### config.mk
export PLATFORM = sky130hd
export DESIGN_NAME = lru_key_value_cache_unit
export DESIGN_NICKNAME = d
export VERILOG_FILES = /design/src/lkv_pkg.sv /design/src/lkv_cell.sv /design/src/lru_key_value_cache_unit.sv
export SDC_FILE = /design/constraint.sdc
export NUM_CORES = 2
export LEC_CHECK = 0
export ABC_AREA = 1
export CAP_MARGIN = 30
export CORE_ASPECT_RATIO = 0.75
export CORE_UTILIZATION = 60
export CTS_CLUSTER_SIZE = 28
export DETAILED_ROUTE_END_ITERATION = 16
export DONT_BUFFER_PORTS = 1
export GPL_TIMING_DRIVEN = 0
export MAX_ROUTING_LAYER = met4
export PLACE_DENSITY = 0.83
export SLEW_MARGIN = 20
export SYNTH_ARGS = -nofsm -noshare
export SYNTH_HDL_FRONTEND = slang
export SYNTH_SLANG_ARGS = --single-unit
### constraint.sdc
create_clock -name clk -period 27.1 [get_ports clk]
set_clock_uncertainty 0.15 [all_clocks]
set_input_delay 5.42 -clock clk [delete_from_list [all_inputs] [get_ports clk]]
set_output_delay 5.42 -clock clk [all_outputs]
set_load 0.005 [all_outputs]
### src/lkv_pkg.sv
// lkv_pkg: shared types and constants for the LRU key/value cache.
// Used by lkv_cell and lru_key_value_cache_unit; depends on nothing.
package lkv_pkg;

  localparam int KeyW   = 32;
  localparam int ValW   = 32;
  localparam int CapW   = 5;
  localparam logic [CapW-1:0] CapReset = 5'd16;

  localparam logic KindGet = 1'b0;
  localparam logic KindPut = 1'b1;

  typedef enum logic [1:0] {
    ST_IDLE,
    ST_MATCH,
    ST_UPDATE
  } lkv_state_t;

  // Entry handed from one cell to the next (toward least recent).
  typedef struct packed {
    logic            valid;
    logic [KeyW-1:0] key;
    logic [ValW-1:0] value;
  } lkv_ent_t;

  // Scan results gathered along the row.
  typedef struct packed {
    logic            seen;   // a match lies at this cell or closer to the head
    logic [ValW-1:0] hv;     // value of the matching cell
    logic [KeyW-1:0] ek;     // key of the last valid cell so far
  } lkv_scan_t;

  // Control broadcast to every cell.
  typedef struct packed {
    logic            match_en;
    logic            commit;
    logic            hit;
    logic            evict;
    logic [KeyW-1:0] key;
  } lkv_ctl_t;

endpackage

### src/lkv_cell.sv
// lkv_cell: one recency slot of the LRU row, holding a key, a value and a
// valid bit. Uses lkv_pkg types; instantiated by lru_key_value_cache_unit.
module lkv_cell (
  input  logic              clk,
  input  logic              rst_n,
  input  lkv_pkg::lkv_ctl_t  ctl,
  input  lkv_pkg::lkv_ent_t  ent_in,
  output lkv_pkg::lkv_ent_t  ent_out,
  input  lkv_pkg::lkv_scan_t scan_in,
  output lkv_pkg::lkv_scan_t scan_out
);

  logic                      valid_r, valid_nxt;
  logic [lkv_pkg::KeyW-1:0]  key_r, key_nxt;
  logic [lkv_pkg::ValW-1:0]  value_r, value_nxt;
  logic                      match_r, match_nxt;
  logic                      move;

  // On a hit, cells up to the matching one step back; on an insert, every
  // held cell steps back (plus the first empty one when nothing is evicted).
  always_comb begin
    if (ctl.hit) begin
      move = ~scan_in.seen;
    end else if (ctl.evict) begin
      move = valid_r;
    end else begin
      move = ent_in.valid;
    end
  end

  always_comb begin
    valid_nxt = valid_r;
    key_nxt   = key_r;
    value_nxt = value_r;
    match_nxt = match_r;
    if (ctl.commit && move) begin
      valid_nxt = ent_in.valid;
      key_nxt   = ent_in.key;
      value_nxt = ent_in.value;
    end
    if (ctl.match_en) begin
      match_nxt = valid_r && (key_r == ctl.key);
    end
  end

  always_ff @(posedge clk) begin
    if (!rst_n) begin
      valid_r <= 1'b0;
    end else begin
      valid_r <= valid_nxt;
    end
  end

  always_ff @(posedge clk) begin
    key_r   <= key_nxt;
    value_r <= value_nxt;
    match_r <= match_nxt;
  end

  assign ent_out.valid = valid_r;
  assign ent_out.key   = key_r;
  assign ent_out.value = value_r;

  assign scan_out.seen = scan_in.seen | match_r;
  assign scan_out.hv   = match_r ? value_r : scan_in.hv;
  assign scan_out.ek   = valid_r ? key_r : scan_in.ek;

endmodule

### src/lru_key_value_cache_unit.sv
// lru_key_value_cache_unit: fully associative LRU key/value cache built as a
// row of lkv_cell slots kept in recency order. Depends on lkv_pkg, lkv_cell.
//
//   port group   dir  handshake            payload
//   in_*         in   in_valid / in_stall  in_kind, in_key, in_write_value
//   out_*        out  out_valid / out_stall out_hit, out_read_value,
//                                          out_evicted, out_evicted_key
//   cfg_*        in   cfg_wr_en            cfg_wr_data (capacity_in_use)
//
// An item passes through ST_MATCH, where every cell compares its key, and then
// ST_UPDATE, where the row shifts toward the tail on a hit or a put and the
// result is registered. The next item can be taken in ST_UPDATE, while the
// last one completes. The update waits while the output register holds a
// beat that is stalled. Reset (rst_n low, synchronous) empties the cache and
// sets the capacity to 16; no clearing pass is needed.
module lru_key_value_cache_unit #(
  parameter int ENTRIES = 16
) (
  input  logic                            clk,
  input  logic                            rst_n,
  input  logic                            in_valid,
  output logic                            in_stall,
  input  logic                            in_kind,
  input  logic [lkv_pkg::KeyW-1:0]        in_key,
  input  logic signed [lkv_pkg::ValW-1:0] in_write_value,
  output logic                            out_valid,
  input  logic                            out_stall,
  output logic                            out_hit,
  output logic signed [lkv_pkg::ValW-1:0] out_read_value,
  output logic                            out_evicted,
  output logic [lkv_pkg::KeyW-1:0]        out_evicted_key,
  input  logic                            cfg_wr_en,
  input  logic [lkv_pkg::CapW-1:0]        cfg_wr_data
);

  localparam int OccW = $clog2(ENTRIES + 1);
  localparam int CmpW = (OccW > lkv_pkg::CapW) ? OccW : lkv_pkg::CapW;

  lkv_pkg::lkv_state_t state_r, state_nxt;

  logic [lkv_pkg::CapW-1:0]  cap_r, cap_nxt;
  logic [OccW-1:0]           occ_r, occ_nxt;

  logic                      req_kind_r, req_kind_nxt;
  logic [lkv_pkg::KeyW-1:0]  req_key_r, req_key_nxt;
  logic [lkv_pkg::ValW-1:0]  req_val_r, req_val_nxt;

  logic                      out_valid_r, out_valid_nxt;
  logic                      out_hit_r, out_hit_nxt;
  logic [lkv_pkg::ValW-1:0]  out_rv_r, out_rv_nxt;
  logic                      out_ev_r, out_ev_nxt;
  logic [lkv_pkg::KeyW-1:0]  out_ek_r, out_ek_nxt;

  logic                      in_take;
  logic                      out_free;
  logic                      hit;
  logic                      evict;
  logic                      commit;
  logic [CmpW-1:0]           cap_ext;
  logic [CmpW-1:0]           eff_cap;

  lkv_pkg::lkv_ctl_t         ctl;
  lkv_pkg::lkv_ent_t         ent_link  [ENTRIES+1];
  lkv_pkg::lkv_scan_t        scan_link [ENTRIES+1];

  // Capacity of zero acts as one; above the row length it saturates.
  always_comb begin
    cap_ext = CmpW'(cap_r);
    if (cap_ext == '0) begin
      eff_cap = CmpW'(1);
    end else if (cap_ext > CmpW'(ENTRIES)) begin
      eff_cap = CmpW'(ENTRIES);
    end else begin
      eff_cap = cap_ext;
    end
  end

  assign out_free = ~out_valid_r | ~out_stall;
  assign hit      = scan_link[ENTRIES].seen;
  assign evict    = (req_kind_r == lkv_pkg::KindPut) && ~hit &&
                    (CmpW'(occ_r) >= eff_cap);
  assign commit   = (state_r == lkv_pkg::ST_UPDATE) && out_free &&
                    (hit || (req_kind_r == lkv_pkg::KindPut));

  always_comb begin
    in_stall = 1'b1;
    case (state_r)
      lkv_pkg::ST_IDLE:   in_stall = 1'b0;
      lkv_pkg::ST_MATCH:  in_stall = 1'b1;
      lkv_pkg::ST_UPDATE: in_stall = ~out_free;
      default:            in_stall = 1'b1;
    endcase
  end

  assign in_take = in_valid & ~in_stall;

  always_comb begin
    state_nxt = state_r;
    case (state_r)
      lkv_pkg::ST_IDLE: begin
        if (in_take) state_nxt = lkv_pkg::ST_MATCH;
      end
      lkv_pkg::ST_MATCH: begin
        state_nxt = lkv_pkg::ST_UPDATE;
      end
      lkv_pkg::ST_UPDATE: begin
        if (out_free) state_nxt = in_take ? lkv_pkg::ST_MATCH : lkv_pkg::ST_IDLE;
      end
      default: begin
        state_nxt = lkv_pkg::ST_IDLE;
      end
    endcase
  end

  always_comb begin
    cap_nxt      = cfg_wr_en ? cfg_wr_data : cap_r;
    req_kind_nxt = in_take ? in_kind : req_kind_r;
    req_key_nxt  = in_take ? in_key : req_key_r;
    req_val_nxt  = in_take ? $unsigned(in_write_value) : req_val_r;

    occ_nxt = occ_r;
    if (commit && (req_kind_r == lkv_pkg::KindPut) && ~hit && ~evict) begin
      occ_nxt = occ_r + OccW'(1);
    end

    out_valid_nxt = out_valid_r & out_stall;
    out_hit_nxt   = out_hit_r;
    out_rv_nxt    = out_rv_r;
    out_ev_nxt    = out_ev_r;
    out_ek_nxt    = out_ek_r;
    if ((state_r == lkv_pkg::ST_UPDATE) && out_free) begin
      out_valid_nxt = 1'b1;
      out_hit_nxt   = hit;
      out_rv_nxt    = (hit && (req_kind_r == lkv_pkg::KindGet)) ?
                      scan_link[ENTRIES].hv : '0;
      out_ev_nxt    = evict;
      out_ek_nxt    = evict ? scan_link[ENTRIES].ek : '0;
    end
  end

  always_ff @(posedge clk) begin
    if (!rst_n) begin
      state_r     <= lkv_pkg::ST_IDLE;
      cap_r       <= lkv_pkg::CapReset;
      occ_r       <= '0;
      out_valid_r <= 1'b0;
    end else begin
      state_r     <= state_nxt;
      cap_r       <= cap_nxt;
      occ_r       <= occ_nxt;
      out_valid_r <= out_valid_nxt;
    end
  end

  always_ff @(posedge clk) begin
    req_kind_r <= req_kind_nxt;
    req_key_r  <= req_key_nxt;
    req_val_r  <= req_val_nxt;
    out_hit_r  <= out_hit_nxt;
    out_rv_r   <= out_rv_nxt;
    out_ev_r   <= out_ev_nxt;
    out_ek_r   <= out_ek_nxt;
  end

  assign ctl.match_en = (state_r == lkv_pkg::ST_MATCH);
  assign ctl.commit   = commit;
  assign ctl.hit      = hit;
  assign ctl.evict    = evict;
  assign ctl.key      = req_key_r;

  // Head of the row: the accessed entry enters as most recent.
  assign ent_link[0].valid = 1'b1;
  assign ent_link[0].key   = req_key_r;
  assign ent_link[0].value = (hit && (req_kind_r == lkv_pkg::KindGet)) ?
                             scan_link[ENTRIES].hv : req_val_r;

  assign scan_link[0].seen = 1'b0;
  assign scan_link[0].hv   = '0;
  assign scan_link[0].ek   = '0;

  for (genvar i = 0; i < ENTRIES; i++) begin : g_cell
    lkv_cell u_cell (
      .clk      (clk),
      .rst_n    (rst_n),
      .ctl      (ctl),
      .ent_in   (ent_link[i]),
      .ent_out  (ent_link[i+1]),
      .scan_in  (scan_link[i]),
      .scan_out (scan_link[i+1])
    );
  end

  assign out_valid       = out_valid_r;
  assign out_hit         = out_hit_r;
  assign out_read_value  = $signed(out_rv_r);
  assign out_evicted     = out_ev_r;
  assign out_evicted_key = out_ek_r;

endmodule
==> impl_results.md <==
- Ranking of synthesized cells by area: edfxtp_1 65%, nand2_1 9.3%, nand3_1 4.8%
- Async SR Flop Fraction: 0%
- RePlAce Congestion: approximately 1.1
- All-Layer GR Usage: ~45%
- Area share of the largest cell type after synthesis: about two thirds
- Resized cells post-CTS: 0
- Clock transition at the registers of the reported paths: roughly 0.070 ns
- Commonest non-fill, non-tap cell in the layout: nand2_1
- Vias in the first global route: between 30000 and 40000
- Final total power: between 3 and 4 mW
- Arrival time of the worst setup path: between 5 and 6 ns
- Commonest cells after routing, fill and taps aside: 1352 x nand2_1, 1171 x edfxtp_1, 522 x nand3_1
- Overall die height: 263 um
- Worst Path Max Fanout: 3
- Synth Net Count: between 5000 and 6000
- Area of the mapped netlist: approximately 54000 um^2
- Die width: 349 um
- RSZ-0062 raised after global routing: false
- Num CTS Buffers: ~110
- Relative slew slack: about 22%
- CTS tree: done
- Leakage power: about 22 nW
- Iteration-0 DRC Markers: roughly 8600
- Syn. warnings: 0
- Setup crit end kind: primary output
- Dominant cell type by area after synthesis: edfxtp_1
- Root Driver: clkbuf_16
- Worst Tran Pin Value: about 1.2 ns
- CP max-delay cell: nand2_1
- Global-route wire length before repair: between 200 and 300 mm
- Setup Fix Bufs, Post-CTS: 0
- Largest buffer count on any clock path: 3
- PD cells: 64.4 nW/um^2
- Area of the die: 91800 um^2
- Final #Nets: roughly 5400
- Worst VDD drop: ~0.062 mV
- I/O pins: 143
- Dpl hpwl: approximately 150 mm
- Worst hold path class: register to register
- Initial antenna violation count: 24
- Setup Viol. Count Final: 0
- Clk_lat worst skew: about 0.74 ns
- Seq/Total Area, Yosys: between 60% and 70%
- Crit-path max cell delay: 0.25 ns
- Fill cell count: approximately 6500
- Share of cells above drive strength 1: a little under a tenth
- Rows: 95
- CTS Sinks: between 1000 and 1500
- Family with the most delay on the worst path: simple AND/OR/NAND/NOR gates
- Max-slew violation count: 0
- Number of hold buffers added after cts: 0
- Syn_area_per_cell: around 11 um^2
- Htree depth: 3
- Critical path required time: between 20 and 25 ns
- Period utilization: a little over two fifths
- Crit path top cell by count: nand2_1
- Area grow syn2layout: 11.8%
- Crit-path cells: nand2_1 -> inv_1 -> nand3_1 -> nand2_1
- Routed Antenna Nets: 0
- Port Buf Inserts: 0
- Vias per inst: 6.47
- Setup tns final: 0 ns
- Final Hold Vio Count: 0
- Worst Path Buf+Inv: 1
- CP Class: primary input to primary output
- DR vias: 42900
- DR WL/cell: 30.3 um
- Startpoint Class: primary input
- Synth cell types: between 40 and 50
- Cells after synthesis: 5145
- Initial Utilization: between 60% and 70%
- Largest net degree at the start of global routing: 65
- Synth Flop Type: edfxtp_1
- DRC errors left: 0
- Drt pass-1 iters: 9
- Post-synth EDFFs: 1171
- Minimum clock period: roughly 12 ns
- Status: finished, final reports clean
- Register bit total from synthesis: 1200
- Routed WL: a little over 200 mm
- Fmax: 0.0868 GHz
- Core area: about 90000 um^2
- GRT overflow: 0
- Max cap viols: 0
-- state kept, by name, summed over array words and instances, names as in the netlist --
name                   count
req_val_r                 32
req_kind_r                 1
g_cell.u_cell.valid_r     16
g_cell.u_cell.match_r     16
occ_r                      5
out_read_value            32
g_cell.u_cell.key_r      512
out_valid                  1
req_key_r                 32
out_hit                    1
cap_ext                    5
state_r                    2
out_evicted                1
out_evicted_key           32
g_cell.u_cell.value_r    512
-- routing by layer --
metal	GRT usage, %	vias up	share of wire [%]
met5	-	-	0
met4	16.3	0	4.1
met3	15.2	522	16
met2	59.3	3726	41
met1	63.9	20300	39
li1	-	18400	-
-- path summary, 6_finish.rpt --
kind | cells after the start | from | slack (ns) | endpoint
setup / recovery | 4 | out_stall | 15.58 | in_stall
hold / removal | 0 | g_cell[12].u_cell.key_r[12]$_DFFE_PP_ | 0.28 | g_cell[13].u_cell.key_r[12]$_DFFE_PP_
setup reg to reg | 8 | req_key_r[19]$_DFFE_PP_ | 22.51 | g_cell[2].u_cell.match_r$_DFFE_PN_
hold reg to reg | 0 | g_cell[12].u_cell.key_r[12]$_DFFE_PP_ | 0.28 | g_cell[13].u_cell.key_r[12]$_DFFE_PP_
-- cell usage after synthesis (all sizes together), types with 45 or more instances --
cell type and n:
nor2 217, inv 345, clkbuf 234, or2 190
xor2 66, nor4 50, o21ai 165, a21oi 318
o22ai 142, xnor2 45, edfxtp 1171, nand3 524
nand2 1356, a221oi 56, buf 68
-- cell families after synthesis --
family                     synth area share (%)
AOI/OAI and AO/OA                          8.25
adders and majority gates                 0.138
and+or+nand+nor                            19.4
DFF                                        65.8
xor gates and xnor gates                   1.79
buffers and inverters                      4.67
-- metrics by stage --
stage          std cells  worst slack, ns  hold WS, ns  utilization, %  instance area (um^2)
2_1_floorplan       5145            14.05        0.268               -                 54300
3_3_place_gp        6357            10.48        0.274            62.3                 55800
3_5_place_dp        6403            15.61        0.276            63.4                 56800
4_1_cts             6613            15.60        0.289            67.5                 60500
5_1_grt             6641            15.55        0.291            67.7                 60700
6_report            6641            15.58        0.276            67.7                 60700
-- area by class of cell --
class / count / area (um^2) / share of cell area [%]
repair buffers: 59 / 988 / 1.63
well taps: 1212 / 1520 / 2.50
multi-input cells: 3281 / 16100 / 26.5
flip-flops and latches: 1200 / 35700 / 58.9
clock inverters: 65 / 769 / 1.27
inverters: 362 / 1390 / 2.29
clock buffers: 145 / 2960 / 4.87
plain buffers: 302 / 1200 / 1.97
diodes: 15 / 37.5 / 0.0618
-- power by group --
group / switching (mW) / leakage, nW / total, mW / internal [mW]
clock: 0.724 / 1.80 / 1.63 / 0.908
sequential: 0.0170 / 10.9 / 2.05 / 2.03
combinational: 0.174 / 9.59 / 0.226 / 0.0516
total: 0.915 / 22.3 / 3.91 / 2.99
(Power assumes the default switching activity.)
